## config.mk

```make
export PLATFORM = sky130hd
export DESIGN_NAME = prime_power_decomposer_unit
export DESIGN_NICKNAME = d
export VERILOG_FILES = /design/src/hw/rtl/ppd_pkg.sv /design/src/hw/rtl/prime_power_decomposer_unit.sv
export VERILOG_INCLUDE_DIRS = /design/src /design/src/hw/rtl
export SDC_FILE = /design/constraint.sdc
export NUM_CORES = 1
export LEC_CHECK = 0
export BUFFER_PORTS_ARGS = -buffer_cell sky130_fd_sc_hd__buf_2
export CORE_MARGIN = 3
export CORE_UTILIZATION = 35
export CTS_CLUSTER_DIAMETER = 80
export DETAILED_ROUTE_END_ITERATION = 16
export PLACE_DENSITY = 0.49
export SYNTH_ARGS = -nofsm -noshare
export SYNTH_HDL_FRONTEND = slang
export SYNTH_SLANG_ARGS = --single-unit
```

## constraint.sdc

```tcl
create_clock -name clk -period 16.8 [get_ports clk]
set_input_delay 2.52 -clock clk [delete_from_list [all_inputs] [get_ports clk]]
set_output_delay 2.52 -clock clk [all_outputs]
set_load 0.02 [all_outputs]
```

## src/hw/rtl/prime_power_decomposer_unit_macros.svh

```systemverilog
// Assertion macros shared by the prime power decomposer RTL.
`ifndef PRIME_POWER_DECOMPOSER_UNIT_MACROS_SVH
`define PRIME_POWER_DECOMPOSER_UNIT_MACROS_SVH

`ifndef SYNTHESIS
// Consequent must hold in the same cycle as the antecedent.
`define PPD_ASSERT_SAME(label, clk, rst_n, ante, cons) \
	label: assert property (@(posedge clk) disable iff (!rst_n) (ante) |-> (cons)) \
		else $error("same-cycle check failed");
// Consequent must hold in the cycle after the antecedent.
`define PPD_ASSERT_NEXT(label, clk, rst_n, ante, cons) \
	label: assert property (@(posedge clk) disable iff (!rst_n) (ante) |=> (cons)) \
		else $error("next-cycle check failed");
`else
`define PPD_ASSERT_SAME(label, clk, rst_n, ante, cons)
`define PPD_ASSERT_NEXT(label, clk, rst_n, ante, cons)
`endif

`endif

```

## src/hw/rtl/ppd_pkg.sv

```systemverilog
// Constants shared by the prime power decomposer.
package ppd_pkg;

	localparam int VALUE_WIDTH = 31;
	localparam int EXP_WIDTH   = 5;
	localparam int CNT_WIDTH   = $clog2(VALUE_WIDTH);

	localparam logic [EXP_WIDTH-1:0]   EXP_MAX  = '1;
	localparam logic [CNT_WIDTH-1:0]   CNT_LAST = CNT_WIDTH'(VALUE_WIDTH - 1);
	localparam logic [VALUE_WIDTH-1:0] FIRST_DIVISOR  = VALUE_WIDTH'(2);
	localparam logic [VALUE_WIDTH-1:0] SECOND_DIVISOR = VALUE_WIDTH'(3);
	localparam logic [VALUE_WIDTH-1:0] DIVISOR_STEP   = VALUE_WIDTH'(2);

endpackage

```

## src/hw/rtl/prime_power_decomposer_unit.sv

```systemverilog
// Prime power decomposer: trial division with a one-bit-per-cycle restoring divider.
// Timing: a word of 0 or 1 answers in the cycle after it is accepted. Any other word runs
// one division per trial divisor (2, 3, then odd numbers upward) and one per further power
// of the factor, then strobes the result. The worst case, a prime near 2^31, takes about
// 23200 trial divisions.
// One word at a time: busy stays high until done pulses; the receiver cannot stall done.
// Reset (arst_n low, asynchronous) returns the block to idle with done and busy low.
`include "prime_power_decomposer_unit_macros.svh"

module prime_power_decomposer_unit import ppd_pkg::*; (
	input  logic                   clk,
	input  logic                   arst_n,
	input  logic                   start,
	output logic                   busy,
	input  logic [VALUE_WIDTH-1:0] value,
	output logic                   done,
	output logic [VALUE_WIDTH-1:0] prime_base,
	output logic [EXP_WIDTH-1:0]   exponent,
	output logic                   is_prime_power
);

	// Controller states.
	localparam logic [1:0] ST_IDLE   = 2'd0;
	localparam logic [1:0] ST_SEARCH = 2'd1;	// looking for the smallest factor
	localparam logic [1:0] ST_POWER  = 2'd2;	// dividing out the factor

	logic [1:0]             state_q;
	logic [CNT_WIDTH-1:0]   cnt_q;		// quotient bit being produced
	logic [VALUE_WIDTH-1:0] num_q;		// value currently being factored
	logic [VALUE_WIDTH-1:0] div_q;		// dividend shifting out, quotient shifting in
	logic [VALUE_WIDTH-1:0] rem_q;		// partial remainder, always below k_q
	logic [VALUE_WIDTH-1:0] k_q;		// current divisor
	logic [EXP_WIDTH-1:0]   exp_q;		// exact divisions by the factor so far, saturating

	logic                   done_q;
	logic [VALUE_WIDTH-1:0] base_q;
	logic [EXP_WIDTH-1:0]   expo_q;
	logic                   flag_q;

	// One restoring-division step: bring down the next dividend bit and try to subtract.
	logic [VALUE_WIDTH:0]   rem_sh;
	logic                   qbit;
	logic [VALUE_WIDTH-1:0] rem_nx;
	logic [VALUE_WIDTH-1:0] quo_nx;
	logic                   last;
	logic [EXP_WIDTH-1:0]   exp_inc;

	always_comb begin
		rem_sh  = {rem_q, div_q[VALUE_WIDTH-1]};
		qbit    = rem_sh >= {1'b0, k_q};
		rem_nx  = qbit ? VALUE_WIDTH'(rem_sh - {1'b0, k_q}) : rem_sh[VALUE_WIDTH-1:0];
		quo_nx  = {div_q[VALUE_WIDTH-2:0], qbit};
		last    = cnt_q == CNT_LAST;
		exp_inc = (exp_q == EXP_MAX) ? exp_q : exp_q + EXP_WIDTH'(1);
	end

	// Control state.
	always_ff @(posedge clk or negedge arst_n) begin
		if (!arst_n) begin
			state_q <= ST_IDLE;
			cnt_q   <= '0;
			done_q  <= 1'b0;
		end else begin
			done_q <= 1'b0;
			case (state_q)
				ST_IDLE: begin
					cnt_q <= '0;
					if (start) begin
						if (value > VALUE_WIDTH'(1)) begin
							state_q <= ST_SEARCH;
						end else begin
							done_q <= 1'b1;
						end
					end
				end
				ST_SEARCH: begin
					cnt_q <= last ? '0 : cnt_q + CNT_WIDTH'(1);
					if (last) begin
						if (quo_nx < k_q) begin
							// No factor up to the square root: the value is prime.
							state_q <= ST_IDLE;
							done_q  <= 1'b1;
						end else if (rem_nx == '0) begin
							state_q <= ST_POWER;
						end
					end
				end
				ST_POWER: begin
					cnt_q <= last ? '0 : cnt_q + CNT_WIDTH'(1);
					if (last && (rem_nx != '0 || quo_nx == VALUE_WIDTH'(1))) begin
						state_q <= ST_IDLE;
						done_q  <= 1'b1;
					end
				end
				default: begin
					state_q <= ST_IDLE;
				end
			endcase
		end
	end

	// Datapath and result registers.
	always_ff @(posedge clk) begin
		case (state_q)
			ST_IDLE: begin
				if (start) begin
					num_q  <= value;
					div_q  <= value;
					rem_q  <= '0;
					k_q    <= FIRST_DIVISOR;
					exp_q  <= '0;
					base_q <= '0;
					expo_q <= '0;
					flag_q <= 1'b0;
				end
			end
			ST_SEARCH: begin
				if (last) begin
					rem_q <= '0;
					if (quo_nx < k_q) begin
						base_q <= num_q;
						expo_q <= EXP_WIDTH'(1);
						flag_q <= 1'b1;
					end else if (rem_nx == '0) begin
						// First power found; divide the quotient next.
						num_q <= quo_nx;
						div_q <= quo_nx;
						exp_q <= EXP_WIDTH'(1);
					end else begin
						div_q <= num_q;
						k_q   <= (k_q == FIRST_DIVISOR) ? SECOND_DIVISOR : k_q + DIVISOR_STEP;
					end
				end else begin
					rem_q <= rem_nx;
					div_q <= quo_nx;
				end
			end
			ST_POWER: begin
				if (last) begin
					rem_q <= '0;
					if (rem_nx != '0) begin
						base_q <= '0;
						expo_q <= exp_q;
						flag_q <= 1'b0;
					end else if (quo_nx == VALUE_WIDTH'(1)) begin
						base_q <= k_q;
						expo_q <= exp_inc;
						flag_q <= 1'b1;
					end else begin
						num_q <= quo_nx;
						div_q <= quo_nx;
						exp_q <= exp_inc;
					end
				end else begin
					rem_q <= rem_nx;
					div_q <= quo_nx;
				end
			end
			default: begin
				rem_q <= '0;
			end
		endcase
	end

	assign busy           = state_q != ST_IDLE;
	assign done           = done_q;
	assign prime_base     = base_q;
	assign exponent       = expo_q;
	assign is_prime_power = flag_q;

	// A result only appears once the divider has returned to idle.
	`PPD_ASSERT_SAME(a_done_idle, clk, arst_n, done_q, !busy)
	// A prime power always carries a real base and a nonzero exponent.
	`PPD_ASSERT_SAME(a_power_fields, clk, arst_n, done_q && flag_q,
		base_q >= VALUE_WIDTH'(2) && expo_q != '0)
	// A failed decomposition reports a zero base.
	`PPD_ASSERT_SAME(a_fail_base, clk, arst_n, done_q && !flag_q, base_q == '0)
	// The partial remainder stays below the divisor throughout a division.
	`PPD_ASSERT_SAME(a_rem_bound, clk, arst_n, busy, rem_q < k_q && k_q >= FIRST_DIVISOR)
	// A word above one starts the divider in the next cycle.
	`PPD_ASSERT_NEXT(a_start_busy, clk, arst_n,
		start && !busy && value > VALUE_WIDTH'(1), busy && !done_q)

endmodule

```

==> metrics.txt <==
P_leak=around 0.0050 µW; post-synth top area share=roughly 43%; GRT overflow=0; WP depth=15; CP Max Fanout=37; syn_area_per_cell=between 9 and 10 µm²; Buffers on Ports=around 70; WL per Instance=around 23 µm; clock root buffer=clkbuf_16; maximum root-to-sink buffer count=2; Worst Clk Skew=about 0.012 ns; Yosys cell types=70; Peak Freq=approximately 180 MHz; vias in the first global route=roughly 9600; Worst-Skew Late Latency=around 0.44 ns; fillcell total=about 3300; fin util=between 30% and 40%; most frequent cell after synthesis=nor2_1; Rows=66; Final Hold Vio Count=0; Post-synth EDFFs=~170; Core ar.=~33000 µm²; antenna-violating nets left=0; initial core utilization=a little over a third; clock period minus final worst setup slack=5.698 ns; first-pass iteration count of the detailed router=5; CP delay by family, top=compound AO/OA/AOI/OAI gates; synthesis-to-finish area growth=11.55%; share of cells above drive strength 1=a little under an eighth; Slew Limit Headroom=between 20 and 25%; # DRC=0; Seq/Total Area, Yosys=around 44%; CTS tree=built; MaxCap Viol Count=0; global-route wire length before repair=between 60 and 70 mm; post-CTS sizing=0; worst hold start=cnt_q[4]; GPL Wtd Cong=~0.88; launch point of the worst reg-to-reg path=k_q[2]; initial antenna violation count=0; Post-Synthesis Cells=approximately 1200; Setup CP Type=register to register; post-DP HPWL=29.11 mm; Antenna Cells=0; Main synth FF type=edfxtp_1; Synth area leader=edfxtp_1; peak supply drop=90.16 µV; initial DRC count=around 1100; Crit path arrival time=about 5.8 ns; fraction of registers with async set/reset=4.598%; CP max-delay cell=a21oi_4; Total Routing Usage GR=between 20 and 25%; H-tree lvl count=4; Buf+Inv Stages, Crit Path=2; Critical Path Source Type=register; IO Count=73; Detailed Route WL=approximately 40 mm; Worst Hold Class=register to register; count of yosys warnings during synthesis=0; crit-path max cell delay=around 0.91 ns; Pwr Density=approximately 230 nW/µm²; hold depth=1; top cells by area, synth=edfxtp_1, ha_1, nor2_1, a21oi_1, xnor2_1; via count=approximately 10000; clock-pin slew on the worst setup and hold paths=around 0.07 ns; RSZ-0062 raised after global routing=false; drt via density=roughly 6; Worst setup startpoint=k_q[2]; Critical Path RT=approximately 17 ns; status=finished, final reports clean; Die W=between 150 and 200 µm; Syn Nets=between 1000 and 1500; crit-path cells=inv_1, ha_1, o211ai_1, a21o_1, a2111oi_0, nand3b_4, a211o_1, xor2_1, or4_4, o31ai_4, o221ai_4, buf_4, nor3b_2, o21ai_1, a21oi_4; final-stage net count=between 1000 and 1500; setup TNS=0 ns; largest net degree at the start of global routing=67; top post-synthesis cells by count=nor2_1, edfxtp_1, nand2_1; register bit count reported by yosys=~170; r2r worst-path depth=15; CP endpoint kind=register; final setup violation count=0; Tcrit/Tclk final=between 30% and 40%; die area=between 30000 and 40000 µm²; Slew @ Worst Pin=about 1.1 ns; hold_buf cts=0; chip height=about 190 µm; cell area after synthesis=approximately 12000 µm²; Slew Limit Fails=0; clock sink total=between 150 and 200; Num CTS Buffers=17; Post CTS Setup Buffer Count=0
## power by group
part	internal, µW	switching [µW]
clock network	204	182
logic	575	1060
registers	794	253
## per-stage QoR
step / setup slack, ns / std cells / area (µm²) / power, µW / hold slack (ns)
after global routing: 10.84 / 1713 / 13080 / 3292 / 0.5353
after floorplan: 10.78 / 1217 / 11730 / 2127 / 0.4602
after detailed placement: 11.14 / 1682 / 12530 / 2676 / 0.4909
after global placement: 11.25 / 1682 / 12530 / 2683 / 0.4868
final: 11.10 / 1713 / 13080 / 3072 / 0.5087
after CTS: 11.10 / 1713 / 13080 / 3072 / 0.5094
## area by class of cell
cell class | count | area, µm² | area share (%)
clock buffers | 17 | 425.4 | 3.253
clock inverters | 14 | 120.1 | 0.9184
repair buffers | 89 | 488.0 | 3.731
flip-flops and latches | 174 | 5185 | 39.64
multi-input cells | 934 | 6146 | 46.99
inverters | 43 | 161.4 | 1.234
well taps | 442 | 553.0 | 4.228
## placed cells by master, fill, tap and decap left out, drive strengths merged, types with 13 or more instances in the layout
cell type and instances:
xnor2 46, ha 69, nand3 23, o211ai 37
a221o 31, mux2i 19, a21o 21, nor3 31
nand4 26, a31oi 34, o21ai 43, nor4 31
clkbuf 17, nor2b 35, buf 89, xor2 13
nor2 174, a22o 32, a21oi 89, nand2 97
inv 46, edfxtp 166
## layer usage
metal,wire [µm],vias up,global-route usage (%),part of all wire [%]
met2,17790,411,34.07,44
met1,18070,4828,31.63,45
met5,0,-,0,0
li1,-,4689,-,-
met4,1449,0,8.278,3.6
met3,2710,65,3.425,6.8
## kinds of logic after synthesis
logic type | share of synthesized area (%)
flip-flops | 44.22
buffers and inverters | 3.778
AO/OA/AOI/OAI | 20.24
AND/OR/NAND/NOR | 18.19
adder cells (fa/ha/maj) | 7.534
XOR/XNOR | 4.407
multiplexers | 1.622
## registers in the layout, indices dropped and copies added, names as in the netlist
signal and flops:
is_prime_power 1, k_q 31, rem_q 31, exponent 5
exp_q 5, prime_base 31, state_q 2, div_q 31
done 1, cnt_q 5, num_q 31
## worst paths after layout
path                         endpoint  slack [ns]
setup / recovery            div_q[15]       11.10
hold / removal               cnt_q[4]        0.51
setup reg to reg            div_q[15]       11.10
hold reg to reg              cnt_q[4]        0.51
max in group asynchronous  state_q[1]       14.71
min in group asynchronous    cnt_q[4]        1.92
Note: power is estimated with default switching activity, not from simulation.
